**config.mk**
```make
export PLATFORM = sky130hd
export DESIGN_NAME = utf8_filename_validator
export DESIGN_NICKNAME = d
export VERILOG_FILES = /design/src/hdl/ufv_pkg.sv /design/src/hdl/utf8_filename_validator.sv /design/src/hdl/ufv_byte_class.sv /design/src/hdl/ufv_name_tracker.sv
export SDC_FILE = /design/constraint.sdc
export NUM_CORES = 1
export LEC_CHECK = 0
export ABC_CLOCK_PERIOD_IN_PS = 2300
export BUFFER_PORTS_ARGS = -buffer_cell sky130_fd_sc_hd__buf_2
export CORE_ASPECT_RATIO = 1.1
export CORE_MARGIN = 1.5
export CORE_UTILIZATION = 50
export CTS_CLUSTER_DIAMETER = 50
export DETAILED_ROUTE_END_ITERATION = 8
export HOLD_SLACK_MARGIN = 0.15
export PLACE_DENSITY = 0.73
export SYNTH_ARGS = -nofsm -noshare
export SYNTH_HDL_FRONTEND = slang
export SYNTH_SLANG_ARGS = --single-unit
```
**constraint.sdc**
```tcl
create_clock -name clk -period 2.3 [get_ports clk]
set_input_delay 0.23 -clock clk [delete_from_list [all_inputs] [get_ports clk]]
set_output_delay 0.23 -clock clk [all_outputs]
set_load 0.03 [all_outputs]
```
**src/hdl/ufv_pkg.sv**
```systemverilog
// Shared types, constants and verdict function for the UTF-8 filename validator.
`timescale 1ns / 1ps
`default_nettype none

package ufv_pkg;

	// Longest name or component accepted, in bytes.
	localparam int MAX_NAME_BYTES = 255;
	// Length counter saturates at MAX_NAME_BYTES + 1.
	localparam int LEN_W = $clog2(MAX_NAME_BYTES + 2);

	localparam logic [7:0] CH_SLASH  = 8'h2F;
	localparam logic [7:0] CH_DOT    = 8'h2E;
	localparam logic [7:0] CH_SPACE  = 8'h20;
	localparam logic [7:0] CH_DEL    = 8'h7F;
	localparam logic [7:0] CH_CONT_L = 8'h80;
	localparam logic [7:0] CH_C1_HI  = 8'h9F;

	// Allowed range for the next continuation byte.
	typedef enum logic [2:0] {
		CC_80_BF = 3'd0,
		CC_A0_BF = 3'd1,
		CC_80_9F = 3'd2,
		CC_90_BF = 3'd3,
		CC_80_8F = 3'd4
	} cont_class_t;

	// Decoder state of the current component.
	typedef struct packed {
		logic [1:0]       pend;
		cont_class_t      cls;
		logic [LEN_W-1:0] len;
		logic             bad;
		logic             not_dots;
	} comp_state_t;

	// Result of looking at one byte outside a path separator.
	typedef struct packed {
		logic        bad;
		logic [1:0]  pend;
		cont_class_t cls;
	} byte_eval_t;

	function automatic logic comp_verdict(input comp_state_t st);
		logic ok;
		ok = 1'b1;
		if (st.bad || st.pend != 2'd0)
			ok = 1'b0;
		if (st.len == '0 || st.len > LEN_W'(MAX_NAME_BYTES))
			ok = 1'b0;
		if (!st.not_dots && st.len <= LEN_W'(2))
			ok = 1'b0;
		return ok;
	endfunction

endpackage

`default_nettype wire

```
**src/hdl/utf8_filename_validator.sv**
```systemverilog
// Top level of the streaming strict UTF-8 filename validator.
`timescale 1ns / 1ps
`default_nettype none

// Checks a file name, or in path mode the last non-empty component of a path,
// streamed in one byte per request. A name is valid when it has 1 to
// MAX_NAME_BYTES bytes, is neither "." nor "..", is strict UTF-8 (no overlong
// forms, no surrogates, nothing above U+10FFFF, no truncated sequence) and holds
// no '/', no C0 control, no DEL and no C1 control. The request with tlast high
// closes the name and produces exactly one verdict on the master side; a request
// with tlast high and tuser low closes it without adding a byte. Requests with
// both low are dropped. Throughput is one request per clock: an input register
// feeds byte classification and state update, and the verdict of the closing
// request is written into the output register.
// The only stall is a closing request held in the input register while an
// earlier verdict still waits in the output register.
// path_mode is written over the cfg channel and must only change while no
// request is in flight; a change inside a name applies from the next byte on.

module utf8_filename_validator (
	input  wire logic       clk,
	input  wire logic       arst_n,
	// configuration
	input  wire logic       cfg_valid,
	output logic            cfg_ready,
	input  wire logic       cfg_data,       // path_mode
	// byte stream in
	input  wire logic       s_axis_tvalid,
	output logic            s_axis_tready,
	input  wire logic [7:0] s_axis_tdata,   // [7:0] data_byte
	input  wire logic       s_axis_tuser,   // [0] byte_present
	input  wire logic       s_axis_tlast,   // end_of_name
	// verdict out
	output logic            m_axis_tvalid,
	input  wire logic       m_axis_tready,
	output logic [7:0]      m_axis_tdata    // [0] name_ok, [7:1] zero
);

	logic       path_mode_q;
	logic       valid_s1;
	logic [7:0] byte_s1;
	logic       present_s1;
	logic       last_s1;
	logic       fire;
	logic       name_ok;

	assign cfg_ready = 1'b1;

	always_ff @(posedge clk or negedge arst_n) begin
		if (!arst_n)
			path_mode_q <= 1'b0;
		else if (cfg_valid)
			path_mode_q <= cfg_data;
	end

	// Stage 1 moves on unless it closes a name while the verdict slot is full and not being read.
	assign fire          = valid_s1 && (!last_s1 || !m_axis_tvalid || m_axis_tready);
	assign s_axis_tready = !valid_s1 || fire;

	always_ff @(posedge clk or negedge arst_n) begin
		if (!arst_n)
			valid_s1 <= 1'b0;
		else if (s_axis_tready)
			valid_s1 <= s_axis_tvalid && (s_axis_tuser || s_axis_tlast);
	end

	always_ff @(posedge clk) begin
		if (s_axis_tready) begin
			byte_s1    <= s_axis_tdata;
			present_s1 <= s_axis_tuser;
			last_s1    <= s_axis_tlast;
		end
	end

	ufv_name_tracker u_tracker (
		.clk          (clk),
		.arst_n       (arst_n),
		.path_mode    (path_mode_q),
		.fire         (fire),
		.data_byte    (byte_s1),
		.byte_present (present_s1),
		.end_of_name  (last_s1),
		.res_ready    (m_axis_tready),
		.res_valid    (m_axis_tvalid),
		.name_ok      (name_ok)
	);

	assign m_axis_tdata = {7'd0, name_ok};

endmodule

`default_nettype wire

```
**src/hdl/ufv_byte_class.sv**
```systemverilog
// Strict UTF-8 and control-character classification of one byte.
`timescale 1ns / 1ps
`default_nettype none

module ufv_byte_class (
	input  wire logic [7:0]          data_byte,
	input  wire logic [1:0]          pend,
	input  wire ufv_pkg::cont_class_t cls,
	output ufv_pkg::byte_eval_t      eval
);

	logic fits;

	always_comb begin
		unique case (cls)
			ufv_pkg::CC_A0_BF: fits = data_byte >= 8'hA0 && data_byte <= 8'hBF;
			ufv_pkg::CC_80_9F: fits = data_byte >= 8'h80 && data_byte <= 8'h9F;
			ufv_pkg::CC_90_BF: fits = data_byte >= 8'h90 && data_byte <= 8'hBF;
			ufv_pkg::CC_80_8F: fits = data_byte >= 8'h80 && data_byte <= 8'h8F;
			default:           fits = data_byte >= 8'h80 && data_byte <= 8'hBF;
		endcase
	end

	always_comb begin
		eval.bad  = 1'b0;
		eval.pend = 2'd0;
		eval.cls  = ufv_pkg::CC_80_BF;
		if (pend != 2'd0) begin
			// inside a sequence
			if (fits)
				eval.pend = pend - 2'd1;
			else
				eval.bad = 1'b1;
		end else if (data_byte < ufv_pkg::CH_CONT_L) begin
			eval.bad = data_byte < ufv_pkg::CH_SPACE || data_byte == ufv_pkg::CH_DEL ||
				data_byte == ufv_pkg::CH_SLASH;
		end else if (data_byte < 8'hC2) begin
			eval.bad = 1'b1; // stray continuation or overlong two-byte lead
		end else if (data_byte < 8'hE0) begin
			eval.pend = 2'd1;
			// C2 followed by 80-9F would be a C1 control
			if (data_byte == 8'hC2)
				eval.cls = ufv_pkg::CC_A0_BF;
		end else if (data_byte < 8'hF0) begin
			eval.pend = 2'd2;
			if (data_byte == 8'hE0)
				eval.cls = ufv_pkg::CC_A0_BF;
			else if (data_byte == 8'hED)
				eval.cls = ufv_pkg::CC_80_9F;
		end else if (data_byte < 8'hF5) begin
			eval.pend = 2'd3;
			if (data_byte == 8'hF0)
				eval.cls = ufv_pkg::CC_90_BF;
			else if (data_byte == 8'hF4)
				eval.cls = ufv_pkg::CC_80_8F;
		end else begin
			eval.bad = 1'b1;
		end
	end

endmodule

`default_nettype wire

```
**src/hdl/ufv_name_tracker.sv**
```systemverilog
// Per-component state, saved verdict and registered result.
`timescale 1ns / 1ps
`default_nettype none

module ufv_name_tracker (
	input  wire logic       clk,
	input  wire logic       arst_n,
	input  wire logic       path_mode,
	input  wire logic       fire,
	input  wire logic [7:0] data_byte,
	input  wire logic       byte_present,
	input  wire logic       end_of_name,
	input  wire logic       res_ready,
	output logic            res_valid,
	output logic            name_ok
);

	ufv_pkg::comp_state_t st_q, st_byte, st_clear;
	ufv_pkg::byte_eval_t  eval;
	logic                 saved_q, have_saved_q;
	logic                 saved_byte, have_byte;
	logic                 sep;
	logic                 ok;
	logic                 res_valid_q, name_ok_q;

	ufv_byte_class u_class (
		.data_byte (data_byte),
		.pend      (st_q.pend),
		.cls       (st_q.cls),
		.eval      (eval)
	);

	assign st_clear = '{pend: 2'd0, cls: ufv_pkg::CC_80_BF, len: '0, bad: 1'b0,
		not_dots: 1'b0};
	assign sep = path_mode && data_byte == ufv_pkg::CH_SLASH;

	// state after the byte of this request
	always_comb begin
		st_byte    = st_q;
		saved_byte = saved_q;
		have_byte  = have_saved_q;
		if (byte_present) begin
			if (sep) begin
				if (st_q.len != '0) begin
					saved_byte = ufv_pkg::comp_verdict(st_q);
					have_byte  = 1'b1;
				end
				st_byte = st_clear;
			end else begin
				if (st_q.len <= ufv_pkg::LEN_W'(ufv_pkg::MAX_NAME_BYTES))
					st_byte.len = st_q.len + ufv_pkg::LEN_W'(1);
				if (data_byte != ufv_pkg::CH_DOT)
					st_byte.not_dots = 1'b1;
				st_byte.pend = eval.pend;
				st_byte.cls  = eval.cls;
				if (eval.bad)
					st_byte.bad = 1'b1;
			end
		end
	end

	always_comb begin
		if (st_byte.len != '0)
			ok = ufv_pkg::comp_verdict(st_byte);
		else
			ok = path_mode && have_byte && saved_byte;
	end

	always_ff @(posedge clk or negedge arst_n) begin
		if (!arst_n) begin
			st_q         <= st_clear;
			saved_q      <= 1'b0;
			have_saved_q <= 1'b0;
			res_valid_q  <= 1'b0;
		end else begin
			if (fire) begin
				if (end_of_name) begin
					st_q         <= st_clear;
					saved_q      <= 1'b0;
					have_saved_q <= 1'b0;
				end else begin
					st_q         <= st_byte;
					saved_q      <= saved_byte;
					have_saved_q <= have_byte;
				end
			end
			if (fire && end_of_name)
				res_valid_q <= 1'b1;
			else if (res_ready)
				res_valid_q <= 1'b0;
		end
	end

	always_ff @(posedge clk) begin
		if (fire && end_of_name)
			name_ok_q <= ok;
	end

	assign res_valid = res_valid_q;
	assign name_ok   = name_ok_q;

endmodule

`default_nettype wire

```
==> results.md <==
- First-pass GRT wire length: 8170 um
- Post-layout nets: 281
- TritonCTS Buffers: 5
- Mapped Area: 2110 um2
- Later-pin clock latency in the skew report: 0.29 ns
- Total gr overflow: 0
- Drt total wl: 4650 um
- DR vias: 1846
- Final-report max-slew violation count: 0
- Slew headroom: 55.7%
- Synth warn: 0
- Peak supply drop: 0.442 mV
- Fmax: 473 MHz
- Area grow syn2layout: 15.4%
- Average size of a mapped cell: 9.12 um2
- Clock skew: 0.0128 ns
- P_leak: 1.01 nW
- FF-to-FF Start: present_s1
- Setup TNS: 0 ns
- Worst Hold Path EP: path_mode_q
- Logic pwr share: 27.5%
- WL/cell: 14.8 um
- DRC: 0
- Clk sink count: 32
- Crit path max fanout: 9
- Core outline area: 3990 um2
- Most common cell after layout, fill and taps aside: nand2_1
- Initial antenna violation count: 0
- Yosys cell types: 58
- HP Class: input pin to flop
- CP startpoint kind: flop
- Reg2Reg Capture Point: u_tracker.name_ok
- WP depth: 6
- Sw frac: 32.8%
- Register area share after synthesis: 40.6%
- Hold Crit Depth: 2
- Diodes inserted: 0
- Power density cells: 666 nW/um2
- Die outline width: 64.9 um
- Final period utilization: 92.0%
- TritonRoute pass-1 iters: 4
- Outcome: completed
- Power share of the clock group: 27.5%
- Post-route ant nets: 0
- Crit path max-delay family: compound AO/OA/AOI/OAI gates
- DR iter-0 viols: 113
- Num ports: 27
- Reg clk slew, reported paths: 0.07 ns
- Most frequent cells in the layout: 20 x nand2_1, 19 x dfrtp_1, 18 x nor2_1, 18 x buf_2, 17 x o21ai_0
- CTS tree: done
- Vias/cell: 5.88
- Cells on worst reg2reg path: 6
- Die Ht: 71.1 um
- Fin cells: 314
- Final worst slack: 0.184 ns
- Cell row count: 24
- Worst Setup End Kind: flop
- Worst hold start: cfg_data
- Vias in the first global route: 1821
- Synth Instances: 231
- RSZ-0062 raised after global routing: no
- Synth top area share: 25.0%
- Asr flop ratio synth: 65.6%
- Main flop type after synthesis: dfrtp_1
- Dpl cells: 295
- Post-synth EDFFs: 11
- Placement Setup Slack: 0.127 ns
- Worst path slowest cell: or4_4
- Pint: 0.00109 W
- Leading post-synthesis cells by cell area: dfrtp_1 25%, edfxtp_1 16%, o21ai_0 4.0%
- Max-cap violations: 0
- Largest net degree at the start of global routing: 22
- Synthesized flop and latch total: 32
- WP data required: 2.34 ns
- Final min period: 2.12 ns
- Sequential power share: 45.0%
- Largest area contributor in the netlist: dfrtp_1
- Tightest Pin Transition: 0.657 ns
- Critical path type: flop to flop
- CTS max path bufs: 2
- Switching power: 0.000532 W
- Final cell utilization of the core: 60.8%
- Count of final hold-check violations: 0
- Root Buffer: clkbuf_8
- Buf/Inv on CP: 1
- Starting Density: 52.7%
- Placer Congestion: 0.918
- GRT Overall Usage: 23.0%
- Layout cells sized above 1: 16.8%
- Hpwl dp: 3450 um
- Final Cell Area: 2430 um2
- # port buffers: 18
- R2r setup slk: 0.18 ns
- Die area: 4610 um2
- Worst Path Arrival: 2.16 ns
- CP Cell Sequence: inv_1 > or4_4 > o211a_2 > a221oi_2 > o311a_1 > o21ai_1
- CTS H-tree lvls: 2
- DP Area: 2230 um2
- Crit-path max cell delay: 0.59 ns
- Final setup violation count: 0
synth_stat cells, types with 2 or more instances:
cell type	number
a21oi_1	11
a22o_1	6
a31o_2	2
a31oi_1	5
a41o_1	3
a41oi_1	2
and2_1	2
and3_1	5
and4_1	2
buf_2	4
buf_4	9
clkbuf_1	5
clkbuf_2	3
conb_1	2
dfrtp_1	21
edfxtp_1	11
ha_1	4
inv_1	12
nand2_1	20
nand2b_1	4
nand3_1	7
nand4_1	4
nor2_1	18
nor2b_1	3
nor3_1	5
nor4_1	3
o2111ai_1	3
o211ai_1	4
o21ai_0	17
o2bb2ai_1	3
o31ai_1	3
o32ai_1	2
registers in the layout, indices dropped and copies added, names as in the netlist:
name,count
u_tracker.st_q,16
byte_s1,8
last_s1,1
path_mode_q,1
present_s1,1
u_tracker.have_saved_q,1
u_tracker.name_ok,1
u_tracker.res_valid,1
u_tracker.saved_q,1
valid_s1,1
cell families after synthesis:
family,count (synthesis),synth area share (%)
xor gates and xnor gates,1,0.416
DFF,32,40.6
AOI/OAI and AO/OA,73,24.9
other,2,0.357
muxes,1,0.535
buffers and inverters,34,8.44
and+or+nand+nor,84,22.3
adders and majority gates,4,2.38
power by group through the flow:
stage          clock network, W  logic (W)  registers [W]
6_report               0.000445   0.000445       0.000729
5_1_grt                0.000480   0.000492       0.000739
4_1_cts                0.000453   0.000442       0.000725
3_5_place_dp                  0   0.000425       0.000735
3_3_place_gp                  0   0.000423       0.000733
2_1_floorplan                 0   0.000346       0.000705
layer usage:
| layer | part of all wire [%] | up-vias | track usage, % |
|---|---|---|---|
| met5 | 0 | - | 0 |
| met4 | 2.5 | 0 | 12.5 |
| met3 | 5.6 | 12 | 4.29 |
| met2 | 47 | 58 | 36.4 |
| met1 | 44 | 860 | 29.6 |
| li1 | - | 916 | - |
what timing repair did:
action                                  CTS  global route
hold buffers                             11             0
endpoints found under the setup margin    0             1
setup buffers                             0             0
resized for setup                         0             3
endpoints found under the hold margin    31             0
worst max path at each step:
stage / endpoint / from
2_1_floorplan: u_tracker.name_ok / byte_s1[6]
3_3_place_gp: u_tracker.name_ok / u_tracker.st_q[3]
3_5_place_dp: u_tracker.name_ok / u_tracker.st_q[3]
4_1_cts: u_tracker.name_ok / u_tracker.st_q[3]
5_1_grt: u_tracker.name_ok / u_tracker.st_q[2]
6_report: u_tracker.name_ok / present_s1
cell type report:
| cell class | instances | area [um2] |
|---|---|---|
| flip-flops and latches | 32 | 858 |
| fillers | 342 | 1560 |
| well taps | 52 | 65.1 |
| clock buffers | 8 | 90.1 |
| repair buffers | 39 | 275 |
| inverters | 12 | 45.0 |
| multi-input cells | 171 | 1100 |
stage by stage:
| step | power (W) | hold slack, ns |
|---|---|---|
| 5_1_grt | 0.00171 | 0.182 |
| 4_1_cts | 0.00162 | 0.181 |
| 6_report | 0.00162 | 0.181 |
| 3_5_place_dp | 0.00116 | 0.227 |
| 2_1_floorplan | 0.00105 | -0.0656 |
| 3_3_place_gp | 0.00116 | 0.224 |
(Power assumes the default switching activity.)
